## src/design/sfa_pkg.sv

```systemverilog
// Shared types, widths and constants of the sprite frame animation sequencer.
package sfa_pkg;

  localparam int ALW  = 5;   // anim_length register
  localparam int DIMW = 13;  // sheet and frame size registers
  localparam int CFGW = 13;  // configuration write data
  localparam int CIW  = 3;   // configuration register index
  localparam int FRW  = 12;  // sheet frame index, pixel coordinates
  localparam int DURW = 24;  // entry duration and tick time
  localparam int EW   = 25;  // elapsed time
  localparam int TPW  = 4;   // reported table position

  localparam logic [DURW-1:0] DEFAULT_DURATION = 24'd100000;

  localparam logic [ALW-1:0]  RST_ANIM_LENGTH   = 5'd1;
  localparam logic            RST_LOOP_ENABLE   = 1'b1;
  localparam logic [DIMW-1:0] RST_SHEET_COLUMNS = 13'd1;
  localparam logic [DIMW-1:0] RST_SHEET_FRAMES  = 13'd1;
  localparam logic [DIMW-1:0] RST_FRAME_WIDTH   = 13'd16;
  localparam logic [DIMW-1:0] RST_FRAME_HEIGHT  = 13'd16;

  typedef enum logic [1:0] {
    CMD_TICK   = 2'd0,
    CMD_LOAD   = 2'd1,
    CMD_REWIND = 2'd2
  } cmd_t;

  typedef enum logic [CIW-1:0] {
    REG_ANIM_LENGTH   = 3'd0,
    REG_LOOP_ENABLE   = 3'd1,
    REG_SHEET_COLUMNS = 3'd2,
    REG_SHEET_FRAMES  = 3'd3,
    REG_FRAME_WIDTH   = 3'd4,
    REG_FRAME_HEIGHT  = 3'd5
  } cfg_reg_t;

  // Controller to datapath
  typedef struct packed {
    logic accept;     // input transfer this cycle
    logic step;       // test the current duration, advance if it has run out
    logic div_start;  // latch the sheet index, start the divider
    logic out_load;   // load the result register
  } ctrl_cmd_t;

  // Datapath to controller
  typedef struct packed {
    logic tick_run;   // offered item is a tick on an unfinished animation
    logic step_last;  // no further step follows the current one
    logic div_done;
    logic out_free;   // result register empty or being taken
  } dp_status_t;

endpackage

```

## src/design/sfa_div.sv

```systemverilog
// Restoring divider: sheet index by column count, one quotient bit per cycle.
module sfa_div import sfa_pkg::*; (
  input  logic            clk,
  input  logic            rst,
  input  logic            start,
  input  logic [FRW-1:0]  dividend,
  input  logic [DIMW-1:0] divisor,
  output logic            done,
  output logic [FRW-1:0]  quot,
  output logic [DIMW-1:0] rem
);

  localparam int CW = $clog2(FRW + 1);

  logic            busy;
  logic [CW-1:0]   cnt;
  logic [FRW-1:0]  dvd;
  logic [DIMW-1:0] rem_r;
  logic [DIMW-1:0] dsr;
  logic [DIMW:0]   trial;
  logic [DIMW:0]   diff;
  logic            fits;
  logic [DIMW-1:0] rem_next;

  always_comb begin
    trial    = {rem_r, dvd[FRW-1]};
    diff     = trial - {1'b0, dsr};
    fits     = trial >= {1'b0, dsr};
    rem_next = fits ? diff[DIMW-1:0] : trial[DIMW-1:0];
  end

  always_ff @(posedge clk) begin
    if (rst) begin
      busy <= 1'b0;
      done <= 1'b0;
      cnt  <= '0;
    end else begin
      done <= 1'b0;
      if (start) begin
        busy <= 1'b1;
        cnt  <= CW'(FRW);
      end else if (busy) begin
        cnt <= cnt - CW'(1);
        if (cnt == CW'(1)) begin
          busy <= 1'b0;
          done <= 1'b1;
        end
      end
    end
  end

  // quotient bits shift in behind the dividend
  always_ff @(posedge clk) begin
    if (start) begin
      dvd   <= dividend;
      dsr   <= divisor;
      rem_r <= '0;
    end else if (busy) begin
      dvd   <= {dvd[FRW-2:0], fits};
      rem_r <= rem_next;
    end
  end

  assign quot = dvd;
  assign rem  = rem_r;

endmodule

```

## src/design/sfa_dp.sv

```systemverilog
// Datapath: configuration, animation tables, timing state, divider and result register.
module sfa_dp import sfa_pkg::*; #(
  parameter int FRAMES    = 16,
  parameter int MAX_STEPS = 64
) (
  input  logic             clk,
  input  logic             rst,
  input  ctrl_cmd_t        ctl,
  output dp_status_t       status,
  input  logic             cfg_we,
  input  logic [CIW-1:0]   cfg_index,
  input  logic [CFGW-1:0]  cfg_data,
  input  logic [1:0]       cmd,
  input  logic [3:0]       entry_index,
  input  logic [FRW-1:0]   entry_frame,
  input  logic [DURW-1:0]  entry_duration,
  input  logic [DURW-1:0]  dt,
  input  logic             res_stall,
  output logic             res_valid,
  output logic [FRW-1:0]   rect_x,
  output logic [FRW-1:0]   rect_y,
  output logic [DIMW-1:0]  rect_w,
  output logic [DIMW-1:0]  rect_h,
  output logic [TPW-1:0]   table_position,
  output logic             rect_valid,
  output logic             done_res
);

  localparam int PW = (FRAMES > 1) ? $clog2(FRAMES) : 1;
  localparam int LW = $clog2(FRAMES + 1);
  localparam int SW = $clog2(MAX_STEPS + 1);

  // configuration
  logic [ALW-1:0]  anim_length;
  logic            loop_enable;
  logic [DIMW-1:0] sheet_columns;
  logic [DIMW-1:0] sheet_frames;
  logic [DIMW-1:0] frame_width;
  logic [DIMW-1:0] frame_height;

  always_ff @(posedge clk) begin
    if (rst) begin
      anim_length   <= RST_ANIM_LENGTH;
      loop_enable   <= RST_LOOP_ENABLE;
      sheet_columns <= RST_SHEET_COLUMNS;
      sheet_frames  <= RST_SHEET_FRAMES;
      frame_width   <= RST_FRAME_WIDTH;
      frame_height  <= RST_FRAME_HEIGHT;
    end else if (cfg_we) begin
      unique case (cfg_reg_t'(cfg_index))
        REG_ANIM_LENGTH:   anim_length   <= cfg_data[ALW-1:0];
        REG_LOOP_ENABLE:   loop_enable   <= cfg_data[0];
        REG_SHEET_COLUMNS: sheet_columns <= cfg_data;
        REG_SHEET_FRAMES:  sheet_frames  <= cfg_data;
        REG_FRAME_WIDTH:   frame_width   <= cfg_data;
        REG_FRAME_HEIGHT:  frame_height  <= cfg_data;
        default: ;
      endcase
    end
  end

  // animation tables; an entry never loaded since reset is taken as frame 0 with the default duration
  logic [FRW-1:0]  frm_mem [FRAMES];
  logic [DURW-1:0] dur_mem [FRAMES];
  logic [FRAMES-1:0] tbl_valid;
  logic [FRW-1:0]  frm_q;
  logic [DURW-1:0] dur_q;
  logic            tv_q;
  logic [PW-1:0]   position;
  logic            load_wr;
  logic [PW-1:0]   wr_addr;

  assign load_wr = ctl.accept && (cmd == CMD_LOAD) && (32'(entry_index) < FRAMES);
  assign wr_addr = PW'(entry_index);

  always_ff @(posedge clk) begin
    if (load_wr) begin
      frm_mem[wr_addr] <= entry_frame;
      dur_mem[wr_addr] <= (entry_duration == '0) ? DURW'(1) : entry_duration;
    end
    frm_q <= frm_mem[position];
    dur_q <= dur_mem[position];
  end

  always_ff @(posedge clk) begin
    if (rst) begin
      tbl_valid <= '0;
      tv_q      <= 1'b0;
    end else begin
      if (load_wr) tbl_valid[wr_addr] <= 1'b1;
      tv_q <= tbl_valid[position];
    end
  end

  // timing state
  logic [EW-1:0]   elapsed;
  logic            finished;
  logic [SW-1:0]   steps;
  logic [LW-1:0]   len;
  logic [EW:0]     sum;
  logic [DURW-1:0] d_eff;
  logic            run_out;
  logic [LW-1:0]   pos_inc;
  logic            at_end;
  logic [SW-1:0]   steps_inc;

  always_comb begin
    if (anim_length == '0) begin
      len = LW'(1);
    end else if (32'(anim_length) > FRAMES) begin
      len = LW'(FRAMES);
    end else begin
      len = LW'(anim_length);
    end
    sum       = {1'b0, elapsed} + {2'b00, dt};
    d_eff     = tv_q ? dur_q : DEFAULT_DURATION;
    run_out   = elapsed >= {1'b0, d_eff};
    pos_inc   = LW'(position) + LW'(1);
    at_end    = pos_inc >= len;
    steps_inc = steps + SW'(1);
  end

  assign status.tick_run  = (cmd == CMD_TICK) && !finished;
  assign status.step_last = !run_out || (at_end && !loop_enable) ||
                            (steps_inc == SW'(MAX_STEPS));

  always_ff @(posedge clk) begin
    if (rst) begin
      position <= '0;
      elapsed  <= '0;
      finished <= 1'b0;
      steps    <= '0;
    end else if (ctl.accept) begin
      steps <= '0;
      if (cmd == CMD_REWIND) begin
        position <= '0;
        elapsed  <= '0;
        finished <= 1'b0;
      end else if (status.tick_run) begin
        // saturate before stepping
        elapsed <= sum[EW] ? '1 : sum[EW-1:0];
      end
    end else if (ctl.step && run_out) begin
      elapsed <= elapsed - {1'b0, d_eff};
      steps   <= steps_inc;
      if (at_end) begin
        if (loop_enable) begin
          position <= '0;
        end else begin
          position <= PW'(len - LW'(1));
          finished <= 1'b1;
        end
      end else begin
        position <= PW'(pos_inc);
      end
    end
  end

  // rectangle of the current sheet frame
  logic [FRW-1:0]  idx;
  logic            idx_ok;
  logic [DIMW-1:0] cols_eff;
  logic [FRW-1:0]  row;
  logic [DIMW-1:0] col;
  logic [FRW-1:0]  px;
  logic [FRW-1:0]  py;

  assign idx      = tv_q ? frm_q : '0;
  assign cols_eff = (sheet_columns == '0) ? DIMW'(1) : sheet_columns;

  always_ff @(posedge clk) begin
    if (ctl.div_start) idx_ok <= {1'b0, idx} < sheet_frames;
  end

  sfa_div u_div (
    .clk      (clk),
    .rst      (rst),
    .start    (ctl.div_start),
    .dividend (idx),
    .divisor  (cols_eff),
    .done     (status.div_done),
    .quot     (row),
    .rem      (col)
  );

  // only the low 12 bits of each product are kept
  assign px = col[FRW-1:0] * frame_width[FRW-1:0];
  assign py = row * frame_height[FRW-1:0];

  assign status.out_free = !res_valid || !res_stall;

  always_ff @(posedge clk) begin
    if (rst) begin
      res_valid <= 1'b0;
    end else if (ctl.out_load) begin
      res_valid <= 1'b1;
    end else if (!res_stall) begin
      res_valid <= 1'b0;
    end
  end

  always_ff @(posedge clk) begin
    if (ctl.out_load) begin
      rect_x         <= idx_ok ? px : '0;
      rect_y         <= idx_ok ? py : '0;
      rect_w         <= idx_ok ? frame_width : '0;
      rect_h         <= idx_ok ? frame_height : '0;
      rect_valid     <= idx_ok;
      table_position <= TPW'(position);
      done_res       <= finished;
    end
  end

endmodule

```

## src/design/sfa_ctrl.sv

```systemverilog
// Controller: stepping (ticks only), then index lookup, division and result per item.
module sfa_ctrl import sfa_pkg::*; (
  input  logic       clk,
  input  logic       rst,
  input  logic       item_valid,
  output logic       item_stall,
  input  dp_status_t status,
  output ctrl_cmd_t  ctl
);

  typedef enum logic [2:0] {
    S_IDLE,
    S_STEP_CMP,
    S_STEP_RD,
    S_RECT_RD,
    S_RECT_IDX,
    S_DIV,
    S_OUT
  } state_t;

  state_t state;

  always_comb begin
    item_stall    = (state != S_IDLE);
    ctl.accept    = (state == S_IDLE) && item_valid;
    ctl.step      = (state == S_STEP_CMP);
    ctl.div_start = (state == S_RECT_IDX);
    ctl.out_load  = (state == S_OUT) && status.out_free;
  end

  always_ff @(posedge clk) begin
    if (rst) begin
      state <= S_IDLE;
    end else begin
      unique case (state)
        S_IDLE: begin
          if (item_valid) state <= status.tick_run ? S_STEP_CMP : S_RECT_RD;
        end
        S_STEP_CMP: begin
          state <= status.step_last ? S_RECT_RD : S_STEP_RD;
        end
        // wait for the duration of the new position
        S_STEP_RD:  state <= S_STEP_CMP;
        S_RECT_RD:  state <= S_RECT_IDX;
        S_RECT_IDX: state <= S_DIV;
        S_DIV: begin
          if (status.div_done) state <= S_OUT;
        end
        S_OUT: begin
          if (status.out_free) state <= S_IDLE;
        end
        default: state <= S_IDLE;
      endcase
    end
  end

endmodule

```

## src/design/sprite_frame_animation_sequencer.sv

```systemverilog
// Top level of the sprite frame animation sequencer.
//
//   channel  signals                      direction  transfer when
//   item     item_valid, item_stall       in         item_valid && !item_stall
//   result   res_valid, res_stall         out        res_valid && !res_stall
//   config   cfg_we, cfg_index, cfg_data  in         cfg_we
//
// One item is worked on at a time. Load, rewind, unused commands and ticks on a finished
// animation pass through the table read, the divider and the result register; a tick on
// an unfinished animation first tests durations, up to MAX_STEPS times, with a table read
// per step. The divider works out the 12 quotient bits one by one, then sets its done flag.
// Synchronous reset returns control and timing state, configuration and table valid bits to their reset values.
// A stalled result is held while the next item is already being worked on.
module sprite_frame_animation_sequencer import sfa_pkg::*; #(
  parameter int FRAMES    = 16,
  parameter int MAX_STEPS = 64
) (
  input  logic            clk,
  input  logic            rst,
  input  logic            cfg_we,
  input  logic [CIW-1:0]  cfg_index,
  input  logic [CFGW-1:0] cfg_data,
  input  logic            item_valid,
  output logic            item_stall,
  input  logic [1:0]      cmd,
  input  logic [3:0]      entry_index,
  input  logic [FRW-1:0]  entry_frame,
  input  logic [DURW-1:0] entry_duration,
  input  logic [DURW-1:0] dt,
  output logic            res_valid,
  input  logic            res_stall,
  output logic [FRW-1:0]  rect_x,
  output logic [FRW-1:0]  rect_y,
  output logic [DIMW-1:0] rect_w,
  output logic [DIMW-1:0] rect_h,
  output logic [TPW-1:0]  table_position,
  output logic            rect_valid,
  output logic            done_res
);

  ctrl_cmd_t  ctl;
  dp_status_t status;

  sfa_ctrl u_ctrl (
    .clk        (clk),
    .rst        (rst),
    .item_valid (item_valid),
    .item_stall (item_stall),
    .status     (status),
    .ctl        (ctl)
  );

  sfa_dp #(
    .FRAMES    (FRAMES),
    .MAX_STEPS (MAX_STEPS)
  ) u_dp (
    .clk            (clk),
    .rst            (rst),
    .ctl            (ctl),
    .status         (status),
    .cfg_we         (cfg_we),
    .cfg_index      (cfg_index),
    .cfg_data       (cfg_data),
    .cmd            (cmd),
    .entry_index    (entry_index),
    .entry_frame    (entry_frame),
    .entry_duration (entry_duration),
    .dt             (dt),
    .res_stall      (res_stall),
    .res_valid      (res_valid),
    .rect_x         (rect_x),
    .rect_y         (rect_y),
    .rect_w         (rect_w),
    .rect_h         (rect_h),
    .table_position (table_position),
    .rect_valid     (rect_valid),
    .done_res       (done_res)
  );

endmodule
```

## config.mk

```make
export PLATFORM = sky130hd
export DESIGN_NAME = sprite_frame_animation_sequencer
export DESIGN_NICKNAME = d
export VERILOG_FILES = /design/src/design/sfa_pkg.sv /design/src/design/sfa_div.sv /design/src/design/sfa_dp.sv /design/src/design/sfa_ctrl.sv /design/src/design/sprite_frame_animation_sequencer.sv
export SDC_FILE = /design/constraint.sdc
export NUM_CORES = 1
export LEC_CHECK = 0
export BUFFER_PORTS_ARGS = -buffer_cell sky130_fd_sc_hd__buf_2
export CAP_MARGIN = 15
export CORE_UTILIZATION = 53
export CTS_CLUSTER_DIAMETER = 40
export CTS_CLUSTER_SIZE = 28
export DETAILED_ROUTE_END_ITERATION = 8
export PLACE_DENSITY = 0.81
export SLEW_MARGIN = 20
export SYNTH_ARGS = -nofsm -noshare
export SYNTH_HDL_FRONTEND = slang
export SYNTH_SLANG_ARGS = --single-unit
```

## constraint.sdc

```tcl
create_clock -name clk -period 4.5 [get_ports clk]
set_input_delay 0.225 -clock clk [delete_from_list [all_inputs] [get_ports clk]]
set_output_delay 0.225 -clock clk [all_outputs]
set_load 0.01 [all_outputs]
```

# Word-level counts from Yosys, hierarchy flattened
# Memories as Yosys holds them, arrays and structs flattened. A register that Yosys moved wholly into a read port is not among the register bits.
# Index checks and enable logic that the tools add are counted.
# word_totals
ramBits,576
n_memories,2
wordCells,153
mem_bits_ro,0
output_inout_bits,58
latch_bits,0
input_bits,87
regBits,217
# op_classes
mux,43
n_shift,0
multipliers,2
div_mod_pow,0
n_eq_ne,22
addsub,7
n_bitwise,2
reduce_logical,38
magnitude_cmp,8
# memory_table
name,depth,width,read_ports,rd_clocked_by_memory_dff,write_ports,line_no,rtl
u_dp.dur_mem,16,24,1,1,1,sfa_dp.sv:64,logic [DURW-1:0] dur_mem [FRAMES];
u_dp.frm_mem,16,12,1,1,1,sfa_dp.sv:63,logic [FRW-1:0] frm_mem [FRAMES];
# op_table
op,count
$mux 25,5
$mux 24,2
$mux 12,3
$mux 4,7
$add 25x24->26,1
$ge 25x24->1,1
$sub 25x24->25,1
$logic_not 24->1,1
$mul 12x12->12,2
$pmux 3 s7,1
$mux 1,16
$or 16x16->16,1
$reduce_and 2->1,8
$eq 3x3->1 const B,5
$ge 14x13->1,1
$logic_not 13->1,1
$lt 12x13->1,1
$mux 13,1
$sub 13x13->13,1
$eq 3x2->1 const B,4
$lt 4x5->1 const B,2
$mux 5,2
$mux 3,3
$ne 2x1->1 const B,4
29 further kinds,48

# Longest topological paths before layout
# logic_depth
word_depth,9
ltp_mapped,20
ltp_nobuf,19

# Modules after synthesis
# Synthesis repeated with hierarchy kept, for this count alone.
# hier_totals
hier_cells,2750
hier_area_um2,38931.1
# by_module_without_submodules
module,cells_per_inst,instances,area_per_inst_um2
sfa_dp,2481,1,36159.7
sfa_div,235,1,2503.7
sfa_ctrl,34,1,267.8

# Worst setup path before layout
# OpenSTA, ideal clock, no wires.
# synth_timing
kind,register to register
startpoint,reg u_dp.u_div.dvd[5] (netlist: u_dp.u_div.quot[5])
endpoint,"reg u_dp.rect_y[11], data pin"
slack_ns,-0.130
arrival_ns,4.376
setup_ns,0.255
t_required_ns,4.245
stages_incl_launch_ff,20
path_cell_list,edfxtp_1 > clkbuf_1 > nand2_1 > fa_1 > inv_1 > fa_1 > inv_1 > fa_1 > inv_1 > fa_1 > inv_1 > fa_1 > xor2_1 > xnor2_1 > xnor2_1 > xnor2_1 > xnor2_1 > xnor2_1 > xnor2_1 > and2_1
# synth_between
elab_chain_cells,1
# synth_lines
item,line_no,rtl
from (decl),sfa_div.sv:17,logic [FRW-1:0] dvd;
from (signal assigned),sfa_div.sv:55,dvd <= dividend;
from (signal assigned),sfa_div.sv:59,"dvd <= {dvd[FRW-2:0], fits};"
$mul 12x12->12,sfa_dp.sv:188,assign py = row * frame_height[FRW-1:0];
to (signal assigned),sfa_dp.sv:205,rect_y <= idx_ok ? py : '0;
to (decl),sfa_dp.sv:21,"output logic [FRW-1:0] rect_y,"
# No other way between the ends.
# A chain may end at the register's enable or synchronous reset.

# Final worst setup path
# layout_timing
startpoint,reg u_dp.frame_width[4]
endpoint,"reg u_dp.rect_x[11], data pin"
# layout_between
elab_chain_cells,1
# layout_lines
item,line_no,rtl
from (decl),sfa_dp.sv:38,logic [DIMW-1:0] frame_width;
from (signal assigned),sfa_dp.sv:55,REG_FRAME_WIDTH: frame_width <= cfg_data;
$mul 12x12->12,sfa_dp.sv:187,assign px = col[FRW-1:0] * frame_width[FRW-1:0];
to (signal assigned),sfa_dp.sv:204,rect_x <= idx_ok ? px : '0;
to (decl),sfa_dp.sv:20,"output logic [FRW-1:0] rect_x,"
# No other way between the ends.

==> run metrics <==
Port Buffers 144; Slew Limit Fails 0; Starting Density 53.86%; Arr. time, crit path 4.90 ns; complex-gate fraction of the synthesized area 5.845%; Final HPWL DP 56.96 mm; Max Clock Freq 224.1 MHz; worst-margin pin slew 1.056 ns; First-pass DRT Iterations 6; clock tree root buffer cell clkbuf_16; hold crit path type in2reg; remaining antenna violation count 0; met2 usage 44.92%; final std cells w/o fill 4010; Synth Area in Simple Gates 8.331%; Layout fillers 5016; status finished clean; Internal Dissipation 15.17 mW; total track usage 26.53%; Fin Setup TNS 0 ns; die area 74110 um2; via count 24190; NetSw 6.673 mW; Layout Utilization 62.77%; worst vdd ir 515.1 uV; share of cells above drive strength 1 23.14%; cell taking the most area after synthesis edfxtp_1; CP endpoint kind flip-flop; Mapped Area 38700 um2; mux share of post-synthesis cell area 11.29%; Distinct cells, synth 77; RSZ-0062 raised after global routing yes; switching share of power 30.54%; cell with the most instances after synthesis edfxtp_1; Register-to-Register Path Depth 17; cell count after synthesis 2743; CTS tree yes; clock tree sinks 829; Clk pwr share 37.6%; CTS buffer count 94; Avg Inst Size Synth 14.11 um2; core box area 71850 um2; Yosys top cell area share 51.05%; drt wl/cell 24.40 um; worst r2r dst u_dp.rect_x[11]; Syn Nets 3051; final hold vios 0; EDFF count, synth 658; global route hottest layer met2; pre-CTS setup slack -0.1119 ns; Remaining Overflow, GRT 0; slack of the worst reg-to-reg path 0.04 ns; largest family of logic cells by synthesized area multiplexers; XOR/XNOR Fraction of Synth Area 2.557%; power share of the sequential group 40.6%; vias in the first global route 24830; DR DRC count 0; Final GP Congestion 0.9308; Period Utilization, post-route 99.17%; largest cells by area after synthesis edfxtp_1 51%, mux4_2 11%, dfxtp_1 8.8%; die width 272.2 um; top_reg_cell synth edfxtp_1; initial antenna violation count 5; Total Nets Final 3286; Max Cap Violations 0; CP endpoint u_dp.rect_x[11]; GRT met1 Usage 33.36%; first-pass GRT wire length 148.1 mm; combinational power share 21.8%; Max FO, Critical Path 9; Worst-path clk slew 0.07 ns; Final Setup Violations 0; Synth Area in Adders 8.716%; crit path from u_dp.frame_width[4]; Async SR Flop Fraction 0%; drt via density 6.033; H-Tree Depth 3; # IOs 145; Setup Skew 0.07213 ns; relative slew slack 29.46%; Seq/Total Area, Yosys 59.90%; Min Clock Period, post-route 4.463 ns; std cell rows 98; leakage 16.18 nW; Yosys reg bits 829; Die H 272.2 um; Starting DRT DRC Count 2432; Crit Path Class reg2reg; routed wire length 97.83 mm; most instantiated cells after synthesis 658 x edfxtp_1, 326 x nand2_1, 185 x mux4_2, 180 x inv_1, 171 x dfxtp_1; largest net degree at the start of global routing 150; critical path launch point type flip-flop; PwrDens 484.4 nW/um2; Syn. warnings 0; Skew-Pair Late Insertion Delay 0.70 ns; worst flop-to-flop path startpoint u_dp.frame_width[4]; Area Growth Syn to Fin 16.53%; Bufs on Longest Clock Path 3; Inst Count DP 3767; Worst Path Required 4.93 ns; worst setup margin 0.03726 ns; met3 Resource Use GR 5.201%
[worst min path at each step]
| stage | startpoint | end | slack [ns] | cells after the start |
|---|---|---|---|---|
| CTS | cfg_index[2] | u_dp.loop_enable | 0.02 | 4 |
| floorplan | entry_frame[0] | u_dp.frm_mem[0][0] | 0.32 | 0 |
| global route | cfg_index[2] | u_dp.sheet_columns[12] | 0.07 | 4 |
| finish | cfg_index[2] | u_dp.loop_enable | 0.06 | 4 |
| global placement | u_dp.frame_height[12] | u_dp.frame_height[12] | 0.44 | 2 |
| detailed placement | u_dp.sheet_columns[8] | u_dp.u_div.dsr[8] | 0.45 | 0 |
[cell type report]
cell class,count,area [um2],area share [%]
sequential,829,23210,51.46
clock inverter,69,937.1,2.078
timing repair buffer,294,2103,4.664
inverter,181,679.4,1.506
multi-input combinational,1578,14470,32.09
tap,950,1189,2.636
clock buffer,108,2506,5.557
antenna,1,2.502,0.005549
[metrics by stage]
stage	total power [mW]	hold slack (ns)	area [um2]
2_1_floorplan	12.50	0.3239	38730
3_3_place_gp	13.41	0.4407	40870
3_5_place_dp	13.60	0.4473	40870
4_1_cts	21.81	0.01627	44870
5_1_grt	22.72	0.06968	45100
6_report	21.85	0.05664	45100
[cells in the final DEF (no fill, tap or decap), types with 19 or more instances in the layout]
master / instances
dlygate4sd3_1: 51
inv_1: 172
clkbuf_16: 95
nand2_1: 318
a21o_1: 25
fa_1: 72
nor2_1: 114
and2_1: 94
xnor2_1: 77
nand2b_1: 19
buf_4: 85
dfxtp_1: 155
a21oi_1: 130
o21ai_0: 50
ha_1: 134
a211oi_1: 20
mux4_2: 185
xor2_1: 36
nor2b_1: 20
buf_2: 143
edfxtp_1: 658
[worst max-delay path, cell delays in order, from the launching register on]
cell,delay [ns]
dfxtp_2,0.33
buf_4,0.17
nand2_1,0.08
fa_1,0.50
inv_1,0.05
fa_1,0.40
fa_1,0.47
fa_1,0.57
inv_2,0.05
fa_2,0.35
xor2_1,0.15
xnor2_1,0.20
xnor2_1,0.16
xnor2_1,0.11
xnor2_1,0.20
xnor2_1,0.17
xnor2_1,0.10
and2_1,0.15
[kinds of logic after synthesis]
group                      after synthesis
AOI/OAI and AO/OA                      344
xor gates and xnor gates               113
adders and majority gates              221
buffers and inverters                  336
DFF                                    829
muxes                                  205
and+or+nand+nor                        695
[state kept, by name, summed over array words and instances (netlist names), 16 cells and up]
register        flops
u_dp.elapsed       25
u_dp.dur_mem      384
u_dp.tbl_valid     16
u_dp.dur_q         24
u_dp.frm_mem      192
[power by group through the flow]
stage                     registers [mW]  logic [mW]  clock network, mW
final                               8.87        4.76               8.22
after global routing                8.90        5.25               8.57
after CTS                           8.86        4.68               8.28
after floorplan                     8.89        3.61                  0
after detailed placement            9.02        4.58                  0
after global placement              9.00        4.41                  0
[repair_timing]
item                                    in CTS  in global routing
endpoints found under the hold margin      624                  0
gates resized for setup                      7                 49
pin swaps                                   14                 43
endpoints found under the setup margin       2                  5
buffers inserted                             5                  9
hold buffers                                51                  0
[metal layers]
metal	share of wire, %	up-vias
met3	8.2	272
met4	3.9	6
met1	37	12170
li1	-	10510
met2	50	1235
met5	0.040	-
Note: power is estimated with default switching activity, not from simulation.
